File: src/sv/md5_pkg.sv
`timescale 1ns / 1ps

package md5_pkg;

   localparam logic [31:0] INIT_A = 32'h67452301;
   localparam logic [31:0] INIT_B = 32'hefcdab89;
   localparam logic [31:0] INIT_C = 32'h98badcfe;
   localparam logic [31:0] INIT_D = 32'h10325476;

   localparam logic [7:0]  PAD_BYTE     = 8'h80;
   localparam logic [5:0]  LAST_LEN_POS = 6'd55;

   typedef enum logic [6:0] {
      ST_IDLE   = 7'b0000001,
      ST_PAD    = 7'b0000010,
      ST_PRIME0 = 7'b0000100,
      ST_PRIME1 = 7'b0001000,
      ST_COMP   = 7'b0010000,
      ST_FIN    = 7'b0100000,
      ST_EMIT   = 7'b1000000
   } state_type;

   // Per-round additive constant.
   function automatic logic [31:0] round_k(input logic [5:0] r);
      logic [31:0] k;
      case (r)
         6'd0:  k = 32'hd76aa478;  6'd1:  k = 32'he8c7b756;
         6'd2:  k = 32'h242070db;  6'd3:  k = 32'hc1bdceee;
         6'd4:  k = 32'hf57c0faf;  6'd5:  k = 32'h4787c62a;
         6'd6:  k = 32'ha8304613;  6'd7:  k = 32'hfd469501;
         6'd8:  k = 32'h698098d8;  6'd9:  k = 32'h8b44f7af;
         6'd10: k = 32'hffff5bb1;  6'd11: k = 32'h895cd7be;
         6'd12: k = 32'h6b901122;  6'd13: k = 32'hfd987193;
         6'd14: k = 32'ha679438e;  6'd15: k = 32'h49b40821;
         6'd16: k = 32'hf61e2562;  6'd17: k = 32'hc040b340;
         6'd18: k = 32'h265e5a51;  6'd19: k = 32'he9b6c7aa;
         6'd20: k = 32'hd62f105d;  6'd21: k = 32'h02441453;
         6'd22: k = 32'hd8a1e681;  6'd23: k = 32'he7d3fbc8;
         6'd24: k = 32'h21e1cde6;  6'd25: k = 32'hc33707d6;
         6'd26: k = 32'hf4d50d87;  6'd27: k = 32'h455a14ed;
         6'd28: k = 32'ha9e3e905;  6'd29: k = 32'hfcefa3f8;
         6'd30: k = 32'h676f02d9;  6'd31: k = 32'h8d2a4c8a;
         6'd32: k = 32'hfffa3942;  6'd33: k = 32'h8771f681;
         6'd34: k = 32'h6d9d6122;  6'd35: k = 32'hfde5380c;
         6'd36: k = 32'ha4beea44;  6'd37: k = 32'h4bdecfa9;
         6'd38: k = 32'hf6bb4b60;  6'd39: k = 32'hbebfbc70;
         6'd40: k = 32'h289b7ec6;  6'd41: k = 32'heaa127fa;
         6'd42: k = 32'hd4ef3085;  6'd43: k = 32'h04881d05;
         6'd44: k = 32'hd9d4d039;  6'd45: k = 32'he6db99e5;
         6'd46: k = 32'h1fa27cf8;  6'd47: k = 32'hc4ac5665;
         6'd48: k = 32'hf4292244;  6'd49: k = 32'h432aff97;
         6'd50: k = 32'hab9423a7;  6'd51: k = 32'hfc93a039;
         6'd52: k = 32'h655b59c3;  6'd53: k = 32'h8f0ccc92;
         6'd54: k = 32'hffeff47d;  6'd55: k = 32'h85845dd1;
         6'd56: k = 32'h6fa87e4f;  6'd57: k = 32'hfe2ce6e0;
         6'd58: k = 32'ha3014314;  6'd59: k = 32'h4e0811a1;
         6'd60: k = 32'hf7537e82;  6'd61: k = 32'hbd3af235;
         6'd62: k = 32'h2ad7d2bb;  6'd63: k = 32'heb86d391;
         default: k = 32'h0;
      endcase
      return k;
   endfunction

   function automatic logic [4:0] round_s(input logic [5:0] r);
      logic [4:0] s;
      case ({r[5:4], r[1:0]})
         4'd0:  s = 5'd7;   4'd1:  s = 5'd12;  4'd2:  s = 5'd17;  4'd3:  s = 5'd22;
         4'd4:  s = 5'd5;   4'd5:  s = 5'd9;   4'd6:  s = 5'd14;  4'd7:  s = 5'd20;
         4'd8:  s = 5'd4;   4'd9:  s = 5'd11;  4'd10: s = 5'd16;  4'd11: s = 5'd23;
         4'd12: s = 5'd6;   4'd13: s = 5'd10;  4'd14: s = 5'd15;  4'd15: s = 5'd21;
         default: s = 5'd0;
      endcase
      return s;
   endfunction

   // Index of the message word that a round consumes.
   function automatic logic [3:0] round_g(input logic [5:0] r);
      logic [3:0] i;
      logic [3:0] g;
      i = r[3:0];
      case (r[5:4])
         2'd0:    g = i;
         2'd1:    g = 4'((i << 2) + i + 4'd1);
         2'd2:    g = 4'((i << 1) + i + 4'd5);
         2'd3:    g = 4'((i << 3) - i);
         default: g = i;
      endcase
      return g;
   endfunction

   function automatic logic [31:0] round_f(input logic [1:0] stage,
                                           input logic [31:0] b,
                                           input logic [31:0] c,
                                           input logic [31:0] d);
      logic [31:0] f;
      case (stage)
         2'd0:    f = (b & c) | (~b & d);
         2'd1:    f = (b & d) | (c & ~d);
         2'd2:    f = b ^ c ^ d;
         2'd3:    f = c ^ (b | ~d);
         default: f = 32'h0;
      endcase
      return f;
   endfunction

   function automatic logic [31:0] rotl32(input logic [31:0] x, input logic [4:0] s);
      logic [63:0] w;
      w = {x, x} << s;
      return w[63:32];
   endfunction

endpackage

File: src/sv/md5_stream_hasher_core.sv
`timescale 1ns / 1ps

// MD5 hasher over a byte stream.
// Input channel req_*: one transfer per message byte (req_tuser = 1) or an
// empty transfer (req_tuser = 0); req_tlast ends the message, after the byte
// of the same transfer if there is one.
// Result channel rsp_*: two transfers per message, digest bytes 0-7 then
// bytes 8-15, first digest byte in the low bits; rsp_tlast marks the second.
// Throughput: one byte per cycle while a block fills. Every 64th byte starts
// a compression (priming the block memory read, 64 rounds on one round
// unit, a fold into the chaining words) during which req_tready is low.
// The end of a message takes the padding writes, one or two compressions
// and a load of the digest register; the first digest half appears in the
// cycle after the load.
// The digest waits in its own register, so the next message is taken while
// it is being drained; only a further digest stalls (in its load cycle)
// until both halves of the previous one are taken.
// Reset loads the initial chaining values and clears the byte count; no
// clearing pass of the block memory is needed.
module md5_stream_hasher_core (
   input  logic        clock,
   input  logic        reset,
   input  logic        req_tvalid,
   output logic        req_tready,
   input  logic [7:0]  req_tdata,   // data_byte
   input  logic        req_tuser,   // has_byte
   input  logic        req_tlast,   // last
   output logic        rsp_tvalid,
   input  logic        rsp_tready,
   output logic [63:0] rsp_tdata,   // digest_half
   output logic        rsp_tuser,   // half_index
   output logic        rsp_tlast    // last_part
);
   import md5_pkg::*;

   state_type   state_ff, state_in;
   logic [31:0] mem [16];
   logic [31:0] rd_data_ff;
   logic        mem_we;
   logic [3:0]  mem_wa, mem_ra;
   logic [31:0] mem_wd;

   logic [31:0] chain_ff [4];
   logic [31:0] chain_in [4];
   logic [31:0] wa_ff, wb_ff, wc_ff, wd_ff;
   logic [31:0] wa_in, wb_in, wc_in, wd_in;
   logic [31:0] km_ff, km_in;
   logic [31:0] part_ff, part_in;
   logic [5:0]  pos_ff, pos_in;
   logic [60:0] msg_ff, msg_in;
   logic [5:0]  r_ff, r_in;
   logic [3:0]  w_ff, w_in;
   logic        pad_ff, pad_in;
   logic        len_ok_ff, len_ok_in;
   logic        first_pad_ff, first_pad_in;
   logic        last_pend_ff, last_pend_in;
   logic [127:0] dig_ff, dig_in;
   logic        out_valid_ff, out_valid_in;
   logic        half_ff, half_in;

   logic        accept;
   logic [5:0]  pos_next;
   logic [63:0] bit_len;
   logic [31:0] pad_word;
   logic [31:0] t_sum;
   logic [5:0]  k_idx;

   assign accept     = req_tvalid && req_tready;
   assign req_tready = (state_ff == ST_IDLE);
   assign rsp_tvalid = out_valid_ff;
   assign rsp_tdata  = half_ff ? dig_ff[127:64] : dig_ff[63:0];
   assign rsp_tuser  = half_ff;
   assign rsp_tlast  = half_ff;

   assign pos_next = pos_ff + {5'd0, req_tuser};
   assign bit_len  = {msg_ff, 3'b000};
   assign t_sum    = round_f(r_ff[5:4], wb_ff, wc_ff, wd_ff) + wa_ff + km_ff;
   assign k_idx    = (state_ff == ST_PRIME1) ? 6'd0 : 6'(r_ff + 6'd1);

   // Word written during padding: kept message bytes, the 0x80 marker, zero
   // fill and the bit length in the last two words of the final block.
   always_comb begin
      pad_word = 32'h0;
      if (first_pad_ff) begin
         for (int i = 0; i < 4; i++) begin
            if (i < int'(pos_ff[1:0])) pad_word[8*i +: 8] = part_ff[8*i +: 8];
            else if (i == int'(pos_ff[1:0])) pad_word[8*i +: 8] = PAD_BYTE;
         end
      end
      if (len_ok_ff && w_ff == 4'd14) pad_word = bit_len[31:0];
      if (len_ok_ff && w_ff == 4'd15) pad_word = bit_len[63:32];
   end

   always_comb begin
      state_in     = state_ff;
      chain_in     = chain_ff;
      wa_in        = wa_ff;
      wb_in        = wb_ff;
      wc_in        = wc_ff;
      wd_in        = wd_ff;
      km_in        = km_ff;
      part_in      = part_ff;
      pos_in       = pos_ff;
      msg_in       = msg_ff;
      r_in         = r_ff;
      w_in         = w_ff;
      pad_in       = pad_ff;
      len_ok_in    = len_ok_ff;
      first_pad_in = first_pad_ff;
      last_pend_in = last_pend_ff;
      dig_in       = dig_ff;
      out_valid_in = out_valid_ff;
      half_in      = half_ff;
      mem_we       = 1'b0;
      mem_wa       = w_ff;
      mem_wd       = pad_word;
      mem_ra       = round_g(6'(r_ff + 6'd2));

      if (out_valid_ff && rsp_tready) begin
         half_in = !half_ff;
         if (half_ff) out_valid_in = 1'b0;
      end

      case (state_ff)
         ST_IDLE: begin
            if (accept) begin
               if (req_tuser) begin
                  part_in[8*pos_ff[1:0] +: 8] = req_tdata;
                  msg_in = msg_ff + 61'd1;
                  pos_in = pos_next;
                  if (pos_ff[1:0] == 2'd3) begin
                     mem_we = 1'b1;
                     mem_wa = pos_ff[5:2];
                     mem_wd = part_in;
                  end
               end
               if (req_tuser && pos_ff == 6'd63) begin
                  last_pend_in = req_tlast;
                  state_in     = ST_PRIME0;
               end else if (req_tlast) begin
                  w_in         = pos_next[5:2];
                  len_ok_in    = (pos_next <= LAST_LEN_POS);
                  first_pad_in = 1'b1;
                  pad_in       = 1'b1;
                  state_in     = ST_PAD;
               end
            end
         end
         ST_PAD: begin
            mem_we       = 1'b1;
            first_pad_in = 1'b0;
            w_in         = 4'(w_ff + 4'd1);
            if (w_ff == 4'd15) state_in = ST_PRIME0;
         end
         ST_PRIME0: begin
            mem_ra   = round_g(6'd0);
            wa_in    = chain_ff[0];
            wb_in    = chain_ff[1];
            wc_in    = chain_ff[2];
            wd_in    = chain_ff[3];
            r_in     = 6'd0;
            state_in = ST_PRIME1;
         end
         ST_PRIME1: begin
            mem_ra   = round_g(6'd1);
            km_in    = round_k(k_idx) + rd_data_ff;
            state_in = ST_COMP;
         end
         ST_COMP: begin
            // Memory read runs two rounds ahead; km holds K plus the word.
            km_in = round_k(k_idx) + rd_data_ff;
            wa_in = wd_ff;
            wd_in = wc_ff;
            wc_in = wb_ff;
            wb_in = wb_ff + rotl32(t_sum, round_s(r_ff));
            r_in  = 6'(r_ff + 6'd1);
            if (r_ff == 6'd63) state_in = ST_FIN;
         end
         ST_FIN: begin
            chain_in[0] = chain_ff[0] + wa_ff;
            chain_in[1] = chain_ff[1] + wb_ff;
            chain_in[2] = chain_ff[2] + wc_ff;
            chain_in[3] = chain_ff[3] + wd_ff;
            if (pad_ff && len_ok_ff) begin
               state_in = ST_EMIT;
            end else if (pad_ff) begin
               len_ok_in    = 1'b1;
               first_pad_in = 1'b0;
               w_in         = 4'd0;
               state_in     = ST_PAD;
            end else if (last_pend_ff) begin
               last_pend_in = 1'b0;
               w_in         = pos_ff[5:2];
               len_ok_in    = (pos_ff <= LAST_LEN_POS);
               first_pad_in = 1'b1;
               pad_in       = 1'b1;
               state_in     = ST_PAD;
            end else begin
               state_in = ST_IDLE;
            end
         end
         ST_EMIT: begin
            if (!out_valid_ff) begin
               dig_in       = {chain_ff[3], chain_ff[2], chain_ff[1], chain_ff[0]};
               out_valid_in = 1'b1;
               half_in      = 1'b0;
               chain_in[0]  = INIT_A;
               chain_in[1]  = INIT_B;
               chain_in[2]  = INIT_C;
               chain_in[3]  = INIT_D;
               pos_in       = 6'd0;
               msg_in       = 61'd0;
               pad_in       = 1'b0;
               len_ok_in    = 1'b0;
               state_in     = ST_IDLE;
            end
         end
         default: state_in = ST_IDLE;
      endcase
   end

   always_ff @(posedge clock) begin
      if (mem_we) mem[mem_wa] <= mem_wd;
      rd_data_ff <= mem[mem_ra];
   end

   always_ff @(posedge clock) begin
      if (reset) begin
         state_ff     <= ST_IDLE;
         chain_ff[0]  <= INIT_A;
         chain_ff[1]  <= INIT_B;
         chain_ff[2]  <= INIT_C;
         chain_ff[3]  <= INIT_D;
         pos_ff       <= 6'd0;
         msg_ff       <= 61'd0;
         r_ff         <= 6'd0;
         pad_ff       <= 1'b0;
         len_ok_ff    <= 1'b0;
         first_pad_ff <= 1'b0;
         last_pend_ff <= 1'b0;
         out_valid_ff <= 1'b0;
         half_ff      <= 1'b0;
      end else begin
         state_ff     <= state_in;
         chain_ff     <= chain_in;
         pos_ff       <= pos_in;
         msg_ff       <= msg_in;
         r_ff         <= r_in;
         pad_ff       <= pad_in;
         len_ok_ff    <= len_ok_in;
         first_pad_ff <= first_pad_in;
         last_pend_ff <= last_pend_in;
         out_valid_ff <= out_valid_in;
         half_ff      <= half_in;
      end
   end

   always_ff @(posedge clock) begin
      wa_ff   <= wa_in;
      wb_ff   <= wb_in;
      wc_ff   <= wc_in;
      wd_ff   <= wd_in;
      km_ff   <= km_in;
      part_ff <= part_in;
      w_ff    <= w_in;
      dig_ff  <= dig_in;
   end

   assert property (@(posedge clock) disable iff (reset)
      (state_ff == ST_COMP || state_ff == ST_PRIME0 || state_ff == ST_PRIME1) |-> !mem_we)
      else $error("block memory written during compression");

   assert property (@(posedge clock) disable iff (reset)
      (state_ff == ST_COMP && r_ff == 6'd63) |=> (state_ff == ST_FIN))
      else $error("compression did not end after the last round");

   assert property (@(posedge clock) disable iff (reset)
      (rsp_tvalid && rsp_tready && !rsp_tlast) |=> (rsp_tvalid && rsp_tlast))
      else $error("second digest half missing");

   assert property (@(posedge clock) disable iff (reset)
      (state_ff == ST_EMIT && rsp_tvalid) |=> (state_ff == ST_EMIT))
      else $error("digest loaded over an undelivered one");

   assert property (@(posedge clock) disable iff (reset)
      (state_ff == ST_PAD && w_ff == 4'd15) |=> (state_ff == ST_PRIME0))
      else $error("padding did not start a compression");

endmodule

File: config.mk
export PLATFORM = sky130hd
export DESIGN_NAME = md5_stream_hasher_core
export DESIGN_NICKNAME = d
export VERILOG_FILES = /design/src/sv/md5_pkg.sv /design/src/sv/md5_stream_hasher_core.sv
export SDC_FILE = /design/constraint.sdc
export NUM_CORES = 2
export LEC_CHECK = 0
export BUFFER_PORTS_ARGS = -buffer_cell sky130_fd_sc_hd__buf_2
export CORE_MARGIN = 10
export CORE_UTILIZATION = 40
export CTS_CLUSTER_DIAMETER = 200
export DETAILED_ROUTE_END_ITERATION = 10
export HOLD_SLACK_MARGIN = 0.15
export PLACE_DENSITY_LB_ADDON = 0.05
export SLEW_MARGIN = 20
export SYNTH_ARGS = -nofsm -noshare
export SYNTH_HDL_FRONTEND = slang
export SYNTH_MEMORY_MAX_BITS = 65536
export SYNTH_SLANG_ARGS = --single-unit
File: constraint.sdc
create_clock -name clock -period 9.95 [get_ports clock]
set_clock_uncertainty 0.05 [all_clocks]
set_input_delay 0.4975 -clock clock [delete_from_list [all_inputs] [get_ports clock]]
set_output_delay 0.4975 -clock clock [all_outputs]
set_load 0.01 [all_outputs]
* Word-level counts from Yosys, hierarchy flattened *
Memories as Yosys holds them, arrays and structs flattened. A register that Yosys moved wholly into a read port is not among the register bits.
Cells that the tools add are included.

word-level totals
  bits in registers = 538
  bits in writable memories = 512
  bits in read-only memories = 4176
  bits of input ports = 14
  output and inout bits = 68
  word-level logic and storage cells = 225
  memories kept = 4

memories
  name              words  width  read ports  clocked after Yosys merged registers in  wr ports  RTL line                      text
  (name not given)  64     32     1           0                                        0         md5_pkg.sv:26                 case (r)
  (name not given)  64     32     1           0                                        0         md5_pkg.sv:26
  mem               16     32     1           1                                        1         md5_stream_hasher_core.sv:37  logic [31:0] mem [16];
  (name not given)  16     5      1           1                                        0         md5_pkg.sv:66                 case ({r[5:4], r[1:0]})

operators by class
  add/sub/neg operators = 20
  $lt $le $gt $ge = 5
  equal/unequal tests = 33
  shift operators = 3
  mux-type cells = 99
  bitwise gates (word level) = 13
  reductions and logical operators = 26

operators by type and width
  operator                                                                 count
  32-bit case mux with 2 select lines                                      5
  32-bit adder                                                             9
  32-bit two-way mux                                                       9
  128-bit case mux with 2 select lines                                     1
  61-bit two-way mux                                                       3
  32-bit bitwise AND                                                       4
  128-bit two-way mux                                                      1
  32-bit case mux with 4 select lines                                      1
  61-bit case mux with 2 select lines                                      1
  32-bit OR                                                                3
  32-bit XOR                                                               3
  64-bit two-way mux                                                       1
  32-bit NOT                                                               2
  64-bit by 5-bit left shift with 64-bit output                            1
  61-bit by 1-bit adder with 61-bit output, second input constant          1
  8-bit two-way mux                                                        7
  7-bit two-way mux                                                        7
  7-bit case mux with 7 select lines                                       1
  4-bit two-way mux                                                        12
  5-bit negation with 34-bit output                                        1
  8-bit by 34-bit variable shift with 32-bit output, first input constant  1
  8-bit by 34-bit variable part select with 32-bit output                  1
  32-bit bitwise mux                                                       1
  1-bit two-way mux                                                        32
  48 further kinds                                                         91

* Depth between registers and ports, before layout *
  depth in word-level cells = 10
  depth in mapped cells = 35

* Worst setup path after synthesis *
OpenSTA, ideal clock, no wires.

  path kind = reg2reg
  start = reg r_ff[4]
  end = reg wb_ff[30], data pin
  setup time = 0.270 ns
  arrival = 7.880 ns
  data required time = 9.630 ns
  setup slack = 1.751 ns
  cell stages (with the launch flop) = 33
  buffers on the path = 3
  period minus slack after synthesis = 8.199 ns
  cell sequence = dfxtp_1 > buf_2 > clkbuf_1 > clkbuf_1 > nor2_1 > a221oi_1 > nor2_1 > a31oi_1 > fa_1 > ha_1 > fa_1 > a211oi_2 > o21ai_1 > and3_2 > o2111ai_4 > a21oi_4 > or2_2 > xnor2_1 > mux4_2 > mux2_2 > mux2_2 > mux2_2 > fa_1 > a211o_1 > a21oi_1 > o31ai_1 > a221o_1 > a31oi_1 > o21ai_0 > a211o_1 > o31ai_1 > xor2_1 > o21ai_0

between the ends
  word-level cells in the longest chain between the ends = 7

ends and longest elaborated chain
  item                                             RTL line                       text
  from (decl)                                      md5_stream_hasher_core.sv:51   logic [5:0] r_ff, r_in;
  from (signal assigned)                           md5_stream_hasher_core.sv:248  r_ff <= r_in;
  2-bit equality test (tied with other cells)      md5_pkg.sv:96                  case (stage)
  32-bit case mux with 4 select lines *            md5_pkg.sv:96
  32-bit adder * (2 in series)                     md5_stream_hasher_core.sv:77   assign t_sum = round_f(r_ff[5:4], wb_ff, wc_ff, wd_ff) + wa_ff + km_ff;
  64-bit by 5-bit left shift with 64-bit output *  md5_pkg.sv:108                 w = {x, x} << s;
  32-bit adder *                                   md5_stream_hasher_core.sv:175  wb_in = wb_ff + rotl32(t_sum, round_s(r_ff));
  32-bit case mux with 2 select lines *            md5_stream_hasher_core.sv:124  case (state_ff)
  via wb_in[30]                                    md5_stream_hasher_core.sv:46   logic [31:0] wa_in, wb_in, wc_in, wd_in;
  to (signal assigned)                             md5_stream_hasher_core.sv:260  wb_ff <= wb_in;
  to (decl)                                        md5_stream_hasher_core.sv:45   logic [31:0] wa_ff, wb_ff, wc_ff, wd_ff;

Mark *: on every way through the listed nets, which the timed path passes. The rest lies on a longest branch.
A chain may end at the register's enable or synchronous reset.

* Worst setup path after layout *
Ends and elaborated chain as after synthesis.

==> results.py <==
metrics = {
    "synthesis": {
        "yosysSeqAreaShare_pct": 49.17,
        "syn-num-nets": 6102,
        "synth_edf_count": 836,
        "synth_compound_area_share_pct": 16.00,
        "synth_fa_ha_area_share_pct": 6.547,
        "yosys_warnings": 0,
        "synth-simple-area-share_pct": 13.55,
        "syn-instance-count": 5791,
        "synth_ff_type": "edfxtp_1",
        "synth-xor-area-share_pct": 3.625,
        "synthArstFlopShare_pct": 0,
        "ys_ff_latch": 1087,
        "synth.cell_area_sq_um": 61270,
        "synth_top_family_by_area": "compound AO/OA/AOI/OAI gates",
        "avgSynthCellArea_sq_um": 10.58,
        "ys_types": 98,
        "muxShareOfSynthArea_pct": 8.405,
    },
    "setup_path": {
        "cp-endpoint": "wb_ff[30]",
        "reg2reg_to": "wb_ff[30]",
        "cp_common_cell": "o21ai_0",
        "crit_start": "r_ff[4]",
        "worstPathArrival_ns": 9.60,
        "cp-end-kind": "register",
        "critPathMaxStageDelay_ns": 0.53,
        "worst-setup-path-type": "reg -> reg",
        "crit_slowest_cell": "dfxtp_4",
        "r2r_start": "r_ff[4]",
        "r2r_cells": 30,
        "required_ns": 10.30,
        "worstPathMaxFanout": 59,
        "r2r_setup_slack_ns": 0.70,
        "cp-start-kind": "register",
    },
    "placement": {
        "gp_congestion": 0.9253,
        "dp_slack_ns": 0.7547,
        "dpl-instance-area_sq_um": 64290,
        "dpl.hpwl_um": 137500,
        "io_buffers": 81,
    },
    "layout": {
        "layout-drive-gt1-share_pct": 12.01,
        "syn_to_final_growth_pct": 11.76,
        "diodes": 0,
        "nets": 6122,
        "fin_area_sq_um": 68470,
    },
    "power_and_ir_drop": {
        "p_int_mw": 7.794,
        "p_comb_share_pct": 6.7,
        "ir_drop_uv": 168.1,
        "power_switching_mw": 2.470,
        "p_seq_share_pct": 49.0,
        "power.density_nw_per_um2": 149.9,
        "clkPwrFrac_pct": 44.3,
        "p_leak_nw": 25.03,
        "switching_share_pct": 24.06,
    },
    "sta": {
        "finalCritPeriodShare_pct": 92.98,
        "tightest_slew_ns": 1.142,
        "whs_ns": 0.2037,
        "worst_slack_ns": 0.6986,
        "fmax_ghz": 0.1081,
        "layout_min_cycle_time_ns": 9.251,
        "slew_viol_final": 0,
        "hold_viol_final": 0,
        "setup_tns_ns": 0,
        "setup_violations": 0,
        "rsz0062_at_grt": "false",
        "max_slew_margin_pct": 23.17,
    },
    "grt": {
        "antenna_found_initial": 4,
        "grt_pass1_wl_um": 299700,
        "grt_pass1_vias": 44710,
        "grt_usage_pct": 23.21,
        "grt_overflow": 0,
        "grt_max_degree": 129,
    },
    "floorplan": {
        "initial_core_util_pct": 40.29,
        "io-pin-count": 82,
        "die_y_um": 411.4,
        "die_area_sq_um": 169200,
        "rows": 143,
        "die_width_um": 411.4,
        "coreArea_sq_um": 152100,
    },
    "worst_hold_path": {
        "hold_path_class": "in -> reg",
        "hp-start": "req_tuser",
    },
    "status": {
        "status": "complete, no violations",
    },
    "clock_tree": {
        "htreeDepth": 3,
        "insertion_delay_ns": 0.81,
        "clock_sinks": 1087,
        "clk_pin_slew_worst_paths_ns": 0.06,
        "root_buffer": "clkbuf_16",
        "cts_tree": "yes",
        "clockBufferDepth": 3,
        "postCtsSetupRepairBufs": 0,
        "numCtsBuffers": 120,
    },
    "drt": {
        "via_count": 46360,
        "wl_per_cell_um": 25.38,
        "drt_wl_total_um": 201800,
        "drt_iter0_markers": 4442,
        "dr.pass1.iters": 6,
        "drt-vias-per-instance": 5.832,
        "drc": 0,
        "postRouteAntennaNets": 0,
    },
    "job": {
        "drv_cap": 0,
    },
}
metrics by stage:
step,std cells,power [mW],utilization (%)
floorplan,5791,5.556,-
global route,7949,10.64,45.02
global placement,7708,5.809,42.27
finish,7949,10.26,45.02
CTS,7949,10.38,45.02
detailed placement,7708,5.813,42.27
timing repair:
action,in CTS,in global routing
setup endpoints to repair,0,1
gates resized for setup,0,1
hold buffers,11,0
hold endpoints to repair,41,0
flip-flops by register name, indices dropped and copies added (netlist names), named ones only:
| register | count |
|---|---|
| km_ff | 32 |
| wc_ff | 32 |
| state_ff | 7 |
| chain_ff | 128 |
| rd_data_ff | 32 |
| msg_ff | 61 |
| rsp_tlast | 1 |
| first_pad_ff | 1 |
| part_ff | 32 |
| wb_ff | 32 |
| w_ff | 4 |
| rsp_tvalid | 1 |
| pos_ff | 6 |
| wd_ff | 32 |
| wa_ff | 32 |
| r_ff | 6 |
| len_ok_ff | 1 |
| pad_ff | 1 |
| mem | 512 |
| dig_ff | 128 |
| last_pend_ff | 1 |
cell families (layout without fill, tap and decap cells):
family | Yosys count | count (layout)
xor+xnor | 252 | 252
mux | 326 | 326
flops | 1087 | 1087
fa+ha+maj | 298 | 298
compound gates | 1550 | 1550
buf+inv | 428 | 556
simple gates | 1850 | 1850
cells in the mapped netlist, types with 12 or more instances:
cell type / instances / area (sq um)
edfxtp_1: 836 / 25100
nand2_1: 796 / 2988
a21oi_1: 452 / 2262
nor2_1: 425 / 1595
o21ai_0: 364 / 1822
ha_1: 259 / 3241
dfxtp_1: 251 / 5025
clkbuf_1: 240 / 900.9
nor3_1: 160 / 800.8
xnor2_1: 146 / 1279
mux4_2: 141 / 3176
nand3_1: 127 / 635.6
a21o_1: 110 / 825.8
xor2_1: 105 / 919.6
a31oi_1: 99 / 619.3
inv_1: 99 / 371.6
mux2i_1: 99 / 991.0
mux2_2: 85 / 957.2
a211oi_1: 79 / 593.1
nor2b_1: 61 / 381.6
nand2b_1: 46 / 287.8
a22oi_1: 45 / 337.8
o22ai_1: 44 / 275.3
buf_1: 43 / 161.4
or3_1: 41 / 256.5
fa_1: 38 / 760.7
and3_1: 36 / 225.2
o21a_1: 36 / 270.3
a22o_1: 35 / 306.5
o211ai_1: 35 / 262.8
buf_2: 32 / 160.2
nand4_1: 31 / 193.9
and2_1: 30 / 187.7
a221oi_1: 27 / 236.5
o21bai_1: 26 / 195.2
a311oi_1: 21 / 183.9
o31ai_1: 21 / 157.7
nor4_1: 20 / 125.1
a211o_1: 17 / 148.9
nor3b_1: 17 / 127.6
a221o_1: 16 / 160.2
a2111oi_0: 13 / 113.9
o311ai_0: 12 / 105.1
or2_2: 12 / 75.07
how the worst min path moves through the flow:
| stage | cells past startpoint | slack, ns | to |
|---|---|---|---|
| 3_5_place_dp | 2 | 0.42 | last_pend_ff |
| 6_report | 4 | 0.20 | pos_ff[0] |
| 3_3_place_gp | 2 | 0.42 | last_pend_ff |
| 2_1_floorplan | 0 | 0.39 | dig_ff[31] |
| 5_1_grt | 4 | 0.22 | pos_ff[0] |
| 4_1_cts | 4 | 0.17 | pos_ff[0] |
cell usage in the layout (no fill, tap or decap), types with 61 or more instances in the layout:
master	Yosys	final
a21oi_1	452	451
edfxtp_1	836	836
nand3_1	127	125
nor2b_1	61	61
ha_1	259	259
xor2_1	105	105
mux2_2	85	85
a211oi_1	79	79
a31oi_1	99	99
inv_1	99	97
nor2_1	425	398
xnor2_1	146	144
nand2_1	796	794
buf_2	32	80
o21ai_0	364	355
dfxtp_1	251	247
a21o_1	110	110
mux4_2	141	141
clkbuf_16	0	120
buf_4	2	118
nor3_1	160	159
mux2i_1	99	99
power by group through the flow:
stage	Clock (mW)	Sequential (mW)	Combinational, mW
after global routing	4.84	5.04	0.761
final	4.54	5.03	0.689
after detailed placement	0	5.12	0.688
after global placement	0	5.12	0.686
after floorplan	0	5.08	0.471
after CTS	4.66	5.03	0.696
per-layer routing:
metal	track usage (%)	wire (um)
met1	30.22	86210
met2	40.15	99290
met3	2.810	9538
met4	7.238	6744
met5	0	0
worst max-delay path, delay by kind of cell (launching register included):
family,cells,cell delay (ns)
AND/OR/NAND/NOR,3,0.74
XOR/XNOR,3,0.46
AO/OA/AOI/OAI,16,3.97
multiplexers,4,1.37
adder cells (fa/ha/maj),3,1.29
buffers and inverters,1,0.51
flip-flops,1,0.53
area by class of cell:
cell class / count / area [sq um]
Fill cell: 14420 / 83610
Multi-Input combinational cell: 4276 / 29790
Inverter: 111 / 426.7
Clock inverter: 76 / 873.3
Sequential cell: 1087 / 30140
Timing Repair Buffer: 215 / 1516
Clock buffer: 154 / 3191
Tap cell: 2030 / 2540
Power figures use the tool's default switching activity.
